--- src/hdl/tmcw_fifo.sv ---
// Small register queue used between the front, the engine and the result port.
module tmcw_fifo #(
  parameter int W     = 8,
  parameter int DEPTH = 2
) (
  input  logic         clk,
  input  logic         rst,
  input  logic         wr_en,
  input  logic [W-1:0] wr_data,
  output logic         full,
  input  logic         rd_en,
  output logic [W-1:0] rd_data,
  output logic         empty
);

  localparam int PW   = $clog2(DEPTH);
  localparam int CNTW = $clog2(DEPTH + 1);

  logic [W-1:0]    mem [DEPTH];
  logic [PW-1:0]   wr_ptr;
  logic [PW-1:0]   rd_ptr;
  logic [CNTW-1:0] count;
  logic            wr_ok;
  logic            rd_ok;

  assign full    = (count == CNTW'(DEPTH));
  assign empty   = (count == '0);
  assign wr_ok   = wr_en && !full;
  assign rd_ok   = rd_en && !empty;
  assign rd_data = mem[rd_ptr];

  always_ff @(posedge clk) begin
    if (wr_ok) begin
      mem[wr_ptr] <= wr_data;
    end
  end

  always_ff @(posedge clk) begin
    if (rst) begin
      wr_ptr <= '0;
      rd_ptr <= '0;
      count  <= '0;
    end else begin
      if (wr_ok) begin
        wr_ptr <= (wr_ptr == PW'(DEPTH - 1)) ? '0 : wr_ptr + 1'b1;
      end
      if (rd_ok) begin
        rd_ptr <= (rd_ptr == PW'(DEPTH - 1)) ? '0 : rd_ptr + 1'b1;
      end
      if (wr_ok && !rd_ok) begin
        count <= count + 1'b1;
      end else if (rd_ok && !wr_ok) begin
        count <= count - 1'b1;
      end
    end
  end

endmodule

--- config.mk ---
export PLATFORM = sky130hd
export DESIGN_NAME = tmcw_fifo
export DESIGN_NICKNAME = d
export VERILOG_FILES = /design/src/hdl/tmcw_fifo.sv
export SDC_FILE = /design/constraint.sdc
export NUM_CORES = 1
export LEC_CHECK = 0
export ABC_CLOCK_PERIOD_IN_PS = 1600
export BUFFER_PORTS_ARGS = -buffer_cell sky130_fd_sc_hd__buf_2
export CAP_MARGIN = 0
export CORE_MARGIN = 2
export CORE_UTILIZATION = 43
export DETAILED_ROUTE_END_ITERATION = 12
export PLACE_DENSITY = 0.68
export SLEW_MARGIN = 20
export SYNTH_ARGS = -nofsm -noshare
export SYNTH_HDL_FRONTEND = slang
export SYNTH_SLANG_ARGS = --single-unit
--- constraint.sdc ---
create_clock -name clk -period 1.6 [get_ports clk]
set_input_delay 0.08 -clock clk [delete_from_list [all_inputs] [get_ports clk]]
set_output_delay 0.08 -clock clk [all_outputs]
set_load 0.01 [all_outputs]
==> flow_metrics.tcl <==
set metrics [dict create \
    status "complete, no violations" \
    wire_per_inst_um 11.30 \
    drc 0 \
    ioPinCount 22 \
    reg2reg_from "count[1]" \
    netSwitchingFraction 0.3021 \
    cp_max_fo 5 \
    hold_path.class "primary input to flop" \
    clock-sinks 21 \
    maxCapViolCount 0 \
    synth_area_leader_cell "edfxtp_1" \
    avgSynthCellArea_sq_um 15.87 \
    grt_remaining_overflow 0 \
    clkPwrFrac 0.168 \
    std_cell_rows 15 \
    firstDrtPassIters 4 \
    cts_tree "built" \
    ys_seq_area_frac 0.7319 \
    syn_to_final_growth_pct 33.44 \
    antenna_found_initial 0 \
    mostFrequentLayoutCells "buf_2 (21), edfxtp_1 (16), dlygate4sd3_1 (9)" \
    core_area_sq_um 1727 \
    synth.distinct_cells 13 \
    arrival_ns 1.75 \
    power_w 0.001489 \
    worst_pin_slew_ns 0.3842 \
    vias 499 \
    die_x_um 46.95 \
    diodes 0 \
    max-clock-path-buffers 2 \
    cts-root-buf "clkbuf_4" \
    io_buffer_count 21 \
    initial_core_util 0.4594 \
    rr_endpoint "count[1]" \
    h-tree-depth 1 \
    rr_worst_depth 5 \
    p_sw_w 0.0004497 \
    worstSetupEndpointType "flop" \
    fin_crit_ns 1.509 \
    grt_usage 0.1284 \
    critPathKind "flop to flop" \
    timing.setup.tns_ns 0 \
    layout.nets 98 \
    yosys_warnings 0 \
    preCtsSetupSlack_ns 0.08306 \
    final_cell_count_no_fill 109 \
    hp-start "wr_en" \
    intPower_w 0.001039 \
    grt_pass1_wl_mm 1.863 \
    holdPathStages 4 \
    drive_gt1_frac 0.4286 \
    dp_cells 96 \
    grt_pass1_vias 481 \
    cp.required_ns 1.84 \
    netlist_area_sq_um 793.3 \
    clkTransAtPathRegs_ns 0.11 \
    ys_ff_latch 21 \
    maxSlewViolCount 0 \
    synth.area.top_cells "edfxtp_1 (61%), dfxtp_1 (13%), mux2_2 (11%)" \
    seqPwrFrac 0.521 \
    gp_congestion 0.6784 \
    power_leakage_nw 0.4207 \
    min_to "wr_ptr" \
    postRouteAntennaNets 0 \
    dieArea_sq_um 2204 \
    synthCells 50 \
    syn_nets 63 \
    finalWirelength_mm 1.232 \
    vias_per_cell 4.578 \
    start_kind "flop" \
    slew_headroom 0.7439 \
    insertion_delay_ns 0.30 \
    min_period_over_period 0.9430 \
    grt_max_degree 14 \
    hpwlAfterDp_um 871.4 \
    powerDensity_nw_per_um2 1407 \
    mostFrequentLayoutCell "buf_2" \
    rsz0062_at_grt "false" \
    yosys.area.top_type_share 0.6057 \
    die_y_um 46.95 \
    drtIter0Drc 7 \
    hold_violations 0 \
    numCtsBuffers 3 \
    finalSetupViolCount 0 \
    combPwrFrac 0.311 \
    finalClockSkew_ns 0.005813 \
    peakVddDrop_v 0.0009512 \
    worst_slack_ns 0.09119 \
    r2r_slack_ns 0.09 \
    clock.fmax_ghz 0.6628 \
]
## layout make-up
| class | count | area [sq um] |
|---|---|---|
| Timing Repair Buffer | 31 | 202.7 |
| Tap cell | 25 | 31.28 |
| Multi-Input combinational cell | 26 | 205.2 |
| Fill cell | 152 | 668.1 |
| Inverter | 2 | 7.507 |
| Clock inverter | 1 | 7.507 |
| Clock buffer | 3 | 22.52 |
| Sequential cell | 21 | 581.8 |
## cells in the mapped netlist
master,count
dfxtp_1,5
inv_1,2
a21oi_1,2
xor2_1,3
edfxtp_1,16
nor2b_2,1
mux2_2,8
ha_1,1
o21ai_0,3
and2_1,1
nor2_1,5
or3_1,2
buf_2,1
## power by group through the flow
stage	Sequential, W	Combinational [W]	Clock, W
final	0.000776	0.000463	0.000250
after global routing	0.000789	0.000511	0.000287
after CTS	0.000770	0.000461	0.000260
after detailed placement	0.000783	0.000442	0
after global placement	0.000775	0.000432	0
after floorplan	0.000742	0.000322	0
## worst max path at each step
stage | from | end | slack [ns] | depth (start not counted)
5_1_grt | count[1] | count[1] | 0.005 | 5
6_report | count[1] | count[1] | 0.09 | 5
2_1_floorplan | count[1] | count[1] | 0.11 | 5
4_1_cts | count[0] | count[1] | 0.06 | 4
3_5_place_dp | count[0] | count[1] | 0.08 | 4
3_3_place_gp | count[0] | count[1] | 0.14 | 4
## worst max-delay path: stages, from the launching register on
cell and delay [ns]:
dfxtp_1 0.40, nor2b_4 0.18, nor2_1 0.06, ha_1 0.31, or3_1 0.37, a21oi_1 0.14
## cell families after synthesis
| family | synth area share |
|---|---|
| AO/OA/AOI/OAI | 0.03154 |
| XOR/XNOR | 0.03313 |
| adder cells (fa/ha/maj) | 0.01577 |
| buffers and inverters | 0.01577 |
| flip-flops | 0.7319 |
| multiplexers | 0.1136 |
| AND/OR/NAND/NOR | 0.05837 |
## registers in the layout, summed over array words and instances (netlist names), named ones only
name,flops
mem,16
count,2
rd_ptr,1
wr_ptr,1
## routing by layer
metal	routed length, um	up-vias	track usage
met2	596	15	0.2137
met4	14	0	0.08333
met1	569	233	0.1372
met5	0	-	0
met3	51	2	0.04615
li1	-	249	-
## stage by stage
step	hold WS, ns	utilization	cell area (sq um)
CTS	0.1525	0.6094	1052
floorplan	0.1491	-	793.3
finish	0.1652	0.6130	1059
global route	0.1664	0.6130	1059
global placement	0.2698	0.5399	932.1
detailed placement	0.2725	0.5399	932.1
## what timing repair did
item / in CTS / in global routing
buffers inserted: 0 / 0
resized for setup: 0 / 2
endpoints found under the hold margin: 21 / 0
hold buffers: 9 / 0
setup endpoints to repair: 0 / 1
Note: power is estimated with default switching activity, not from simulation.
