<file path="src/hdl/tmcw_pkg.sv">
// Shared types, codes and constants of the text-mode console writer.
package tmcw_pkg;

  localparam int DEF_COLUMNS = 80;
  localparam int DEF_ROWS    = 25;
  localparam int QUEUE_DEPTH = 2;
  localparam int TAB_STEP    = 4;

  localparam logic [7:0] FILL_RESET = 8'h07;
  localparam logic [7:0] CH_NEWLINE = 8'h0A;
  localparam logic [7:0] CH_RETURN  = 8'h0D;
  localparam logic [7:0] CH_TAB     = 8'h09;
  localparam logic [7:0] CH_SPACE   = 8'h20;
  localparam logic [7:0] CH_BLANK   = 8'h00;

  localparam logic [1:0] ACT_PUT   = 2'd0;
  localparam logic [1:0] ACT_CLEAR = 2'd1;
  localparam logic [1:0] ACT_READ  = 2'd2;
  localparam logic [1:0] ACT_NONE  = 2'd3;

  typedef enum logic [2:0] {
    CMD_CHAR,
    CMD_NEWLINE,
    CMD_RETURN,
    CMD_TAB,
    CMD_CLEAR,
    CMD_READ,
    CMD_NOP
  } cmd_kind_t;

  typedef struct packed {
    cmd_kind_t   kind;
    logic [7:0]  code;
    logic [10:0] index;
  } cmd_t;

  typedef struct packed {
    logic [10:0] cursor_pos;
    logic [7:0]  read_char;
    logic [7:0]  read_color;
  } res_t;

  typedef enum logic [2:0] {
    ST_INIT,
    ST_IDLE,
    ST_TAB,
    ST_COPY,
    ST_FILL,
    ST_CLEAR,
    ST_READ,
    ST_REPORT
  } eng_state_t;

endpackage

</file>
<file path="src/hdl/tmcw_fifo.sv">
// Small register queue used between the front, the engine and the result port.
module tmcw_fifo #(
  parameter int W     = 8,
  parameter int DEPTH = 2
) (
  input  logic         clk,
  input  logic         rst,
  input  logic         wr_en,
  input  logic [W-1:0] wr_data,
  output logic         full,
  input  logic         rd_en,
  output logic [W-1:0] rd_data,
  output logic         empty
);

  localparam int PW   = $clog2(DEPTH);
  localparam int CNTW = $clog2(DEPTH + 1);

  logic [W-1:0]    mem [DEPTH];
  logic [PW-1:0]   wr_ptr;
  logic [PW-1:0]   rd_ptr;
  logic [CNTW-1:0] count;
  logic            wr_ok;
  logic            rd_ok;

  assign full    = (count == CNTW'(DEPTH));
  assign empty   = (count == '0);
  assign wr_ok   = wr_en && !full;
  assign rd_ok   = rd_en && !empty;
  assign rd_data = mem[rd_ptr];

  always_ff @(posedge clk) begin
    if (wr_ok) begin
      mem[wr_ptr] <= wr_data;
    end
  end

  always_ff @(posedge clk) begin
    if (rst) begin
      wr_ptr <= '0;
      rd_ptr <= '0;
      count  <= '0;
    end else begin
      if (wr_ok) begin
        wr_ptr <= (wr_ptr == PW'(DEPTH - 1)) ? '0 : wr_ptr + 1'b1;
      end
      if (rd_ok) begin
        rd_ptr <= (rd_ptr == PW'(DEPTH - 1)) ? '0 : rd_ptr + 1'b1;
      end
      if (wr_ok && !rd_ok) begin
        count <= count + 1'b1;
      end else if (rd_ok && !wr_ok) begin
        count <= count - 1'b1;
      end
    end
  end

endmodule

</file>
<file path="src/hdl/tmcw_front.sv">
// Front end: classifies incoming requests and queues them for the engine.
module tmcw_front import tmcw_pkg::*; #(
  parameter int COLUMNS = DEF_COLUMNS,
  parameter int ROWS    = DEF_ROWS
) (
  input  logic        clk,
  input  logic        rst,
  input  logic        hold,
  input  logic        push,
  output logic        full,
  input  logic [1:0]  action,
  input  logic [7:0]  char_code,
  input  logic [10:0] cell_index,
  output logic        cmd_valid,
  output cmd_t        cmd,
  input  logic        cmd_pop
);

  localparam int CELLS = COLUMNS * ROWS;

  cmd_t kind_cmd;
  logic q_full;
  logic q_empty;

  // Control bytes are recognized here so the engine only sees cmd kinds.
  always_comb begin
    kind_cmd.code  = char_code;
    kind_cmd.index = cell_index;
    unique case (action)
      ACT_PUT: begin
        unique case (char_code)
          CH_NEWLINE: kind_cmd.kind = CMD_NEWLINE;
          CH_RETURN:  kind_cmd.kind = CMD_RETURN;
          CH_TAB:     kind_cmd.kind = CMD_TAB;
          default:    kind_cmd.kind = CMD_CHAR;
        endcase
      end
      ACT_CLEAR: kind_cmd.kind = CMD_CLEAR;
      ACT_READ: begin
        kind_cmd.kind = (32'(cell_index) < 32'(CELLS)) ? CMD_READ : CMD_NOP;
      end
      default: kind_cmd.kind = CMD_NOP;
    endcase
  end

  assign full      = q_full || hold;
  assign cmd_valid = !q_empty;

  tmcw_fifo #(
    .W     ($bits(cmd_t)),
    .DEPTH (QUEUE_DEPTH)
  ) u_cmd_q (
    .clk     (clk),
    .rst     (rst),
    .wr_en   (push && !hold),
    .wr_data (kind_cmd),
    .full    (q_full),
    .rd_en   (cmd_pop),
    .rd_data (cmd),
    .empty   (q_empty)
  );

endmodule

</file>
<file path="config.mk">
export PLATFORM = sky130hd
export DESIGN_NAME = tmcw_front
export DESIGN_NICKNAME = d
export VERILOG_FILES = /design/src/hdl/tmcw_pkg.sv /design/src/hdl/tmcw_fifo.sv /design/src/hdl/tmcw_front.sv
export SDC_FILE = /design/constraint.sdc
export NUM_CORES = 1
export LEC_CHECK = 0
export ABC_AREA = 1
export CAP_MARGIN = 20
export CORE_UTILIZATION = 35
export CTS_BUF_LIST = sky130_fd_sc_hd__clkbuf_8
export DETAILED_ROUTE_END_ITERATION = 16
export DONT_BUFFER_PORTS = 1
export REMOVE_ABC_BUFFERS = 1
export SYNTH_ARGS = -nofsm -noshare
export SYNTH_HDL_FRONTEND = slang
export SYNTH_SLANG_ARGS = --single-unit
</file>
<file path="constraint.sdc">
create_clock -name clk -period 2.2 [get_ports clk]
set_clock_uncertainty 0.1 [all_clocks]
set_input_delay 0.44 -clock clk [delete_from_list [all_inputs] [get_ports clk]]
set_output_delay 0.44 -clock clk [all_outputs]
set_load 0.005 [all_outputs]
</file>
==> metrics.yaml <==
final_layout:
  layout-drive-gt1-share: 0.224
  seq_area_um2: 1420
  area_growth_pct: 11.0
  multiInputGateArea_um2: 449
  layout.nets: 178
  utilization: 0.416
  stdcell_area_um2: 2190
  nFillCells: 507
  diodes: 0
timing:
  setup_viol: 0
  slew_headroom: 0.791
  worstMarginPinSlew_ns: 0.314
  tns_ns: 0
  fin_crit_sh: 0.861
  rsz0062_at_grt: "no"
  finalHoldViolCount: 0
  period_minus_slack_ns: 1.89
  fmax_mhz: 528
  slew_violations: 0
  hold_slack_ns: 0.134
route:
  drt_iter0_drc: 34
  avgViaCountPerCell: 4.54
  routed_wl_um: 3260
  ant_nets: 0
  dr.pass1.iters: 4
  num_vias: 1008
  drc: 0
  wire_per_inst_um: 14.7
floorplanning:
  core_um2: 5270
  initial_core_util: 0.375
  die-area_um2: 5950
  die_w_um: 77.2
  ios: 50
  die_h_um: 77.2
  rows: 26
pwr:
  swShare: 0.235
  powerDensity_nw_per_um2: 928
  ir_drop_uv: 269
  clock_power_share: 0.308
  combPwrFrac: 0.144
  p_int_mw: 1.56
  p_total_mw: 2.04
  p_seq_frac: 0.548
  p_leak_nw: 0.829
  switchingPower_mw: 0.479
yosys:
  yosys-top-cells-count: "edfxtp_1 (44), nand2_1 (24), inv_1 (23), mux2_2 (22), nor2_1 (13)"
  yosysMostFrequentCell: "edfxtp_1"
  synth.avg_cell_area_um2: 13.8
  ys_types: 12
  ys.flop_type: "edfxtp_1"
  syn-cell-area_um2: 1980
  synth_edf_count: 44
  yosys.area.top_type: "edfxtp_1"
  synth_warnings: 0
  synth_seq_area_share: 0.719
  synth.top_cells.by_area: "edfxtp_1 (67%), mux2_2 (13%), dfxtp_1 (5.1%)"
  async_flop_share: 0
  yosys_register_bits: 49
  synth_top_cell_area_share: 0.668
  syn_inst: 143
place:
  place_area_um2: 2080
  port_buffers: 0
  dp_hpwl_um: 2360
  gp_congestion: 0.691
global_route:
  grt_pass1_wl_um: 5110
  grt_max_degree: 23
  grt_overflow: 0
  grt_pass1_vias: 1063
  antenna_found_initial: 0
  grt_usage: 0.114
critical_path:
  reg2regPathDepth: 10
  worst-setup-path-type: "reg2out"
  cp.required_ns: 1.66
  worstPathMaxFanout: 18
  r2r-end: "u_cmd_q.count[1]"
  rrSetupSlack_ns: 0.64
  start_kind: "flop"
  crit_path_end_kind: "primary output"
  r2r_start: "u_cmd_q.count[0]"
  arrival_ns: 1.35
  cp-endpoint: "cmd[19]"
clock_tree:
  root_buffer: "clkbuf_8"
  ctsHoldBuffers: 0
  cts_buffer_depth: 2
  clk_pin_slew_worst_paths_ns: 0.09
  clock_sinks: 49
  clock_latency_ns: 0.29
  cts_buffers: 5
  ctsResizeCount: 0
  htreeDepth: 2
  post_cts_buffers: 0
  cts_tree: "built"
flow_run:
  cap_violations: 0
worst_hold_path:
  worstHoldPathType: "in2reg"
outcome:
  status: "finished clean"
[cells by family after synthesis]
group / Yosys count / synth area share
AO/OA/AOI/OAI: 3 / 0.00759
flip-flops: 49 / 0.719
multiplexers: 22 / 0.125
buffers and inverters: 25 / 0.0551
AND/OR/NAND/NOR: 43 / 0.0867
adder cells (fa/ha/maj): 1 / 0.00633
[critical path, stage by stage, from the launching register on]
cell and delay (ns):
dfxtp_1 0.48, buf_12 0.21, mux2_2 0.36
[stage by stage]
step | instances | worst slack [ns]
2_1_floorplan | 141 | 0.146
3_3_place_gp | 214 | 0.657
3_5_place_dp | 214 | 0.620
4_1_cts | 222 | 0.278
5_1_grt | 222 | 0.225
6_report | 222 | 0.305
[power by group through the flow]
stage	registers, mW	logic (mW)	clock network (mW)
detailed placement	1.14	0.299	0
floorplan	1.14	0.206	0
global placement	1.13	0.285	0
finish	1.11	0.294	0.627
global route	1.12	0.323	0.689
CTS	1.12	0.300	0.650
[state kept, by name, indices dropped and copies added (netlist names), named ones only]
signal,flops
u_cmd_q.count,2
u_cmd_q.mem,44
u_cmd_q.rd_ptr,1
u_cmd_q.wr_ptr,1
[metal layers]
| metal | routed length, µm | track usage |
|---|---|---|
| met2 | 1630 | 0.204 |
| met4 | 37 | 0.0396 |
| met1 | 1220 | 0.105 |
| met3 | 371 | 0.0690 |
| met5 | 0 | 0 |
[layout make-up]
cell class              instances  share of cell area
flip-flops and latches         49               0.648
multi-input cells              69               0.205
well taps                      70              0.0399
inverters                      23              0.0393
clock buffers                   5              0.0314
clock inverters                 3              0.0211
repair buffers                  3              0.0160
[how the worst min path moves through the flow]
stage,cells after the start,startpoint,end,slack [ns]
floorplan,2,u_cmd_q.wr_ptr,u_cmd_q.wr_ptr,0.36
global placement,2,u_cmd_q.rd_ptr,u_cmd_q.rd_ptr,0.38
detailed placement,2,u_cmd_q.rd_ptr,flop,0.42
CTS,0,cell_index[3],u_cmd_q.mem[1][3],0.12
global route,0,cell_index[3],u_cmd_q.mem[1][3],0.11
finish,0,cell_index[3],u_cmd_q.mem[1][3],0.13
[layout by cell type, fill, tap and decap left out]
cell | netlist | routed
buf_12 | 0 | 1
nor2_2 | 0 | 1
clkinvlp_4 | 0 | 1
ha_1 | 1 | 1
clkbuf_8 | 0 | 5
inv_1 | 23 | 23
nand3_1 | 4 | 4
clkinv_4 | 0 | 1
edfxtp_1 | 44 | 44
nand4_1 | 2 | 2
nor2_1 | 13 | 12
bufinv_16 | 0 | 1
buf_4 | 0 | 2
dfxtp_1 | 5 | 5
a21oi_1 | 2 | 2
o21ai_0 | 1 | 1
mux2_2 | 22 | 22
nand2_1 | 24 | 24
No activity file was read; power rests on OpenSTA's default activity.
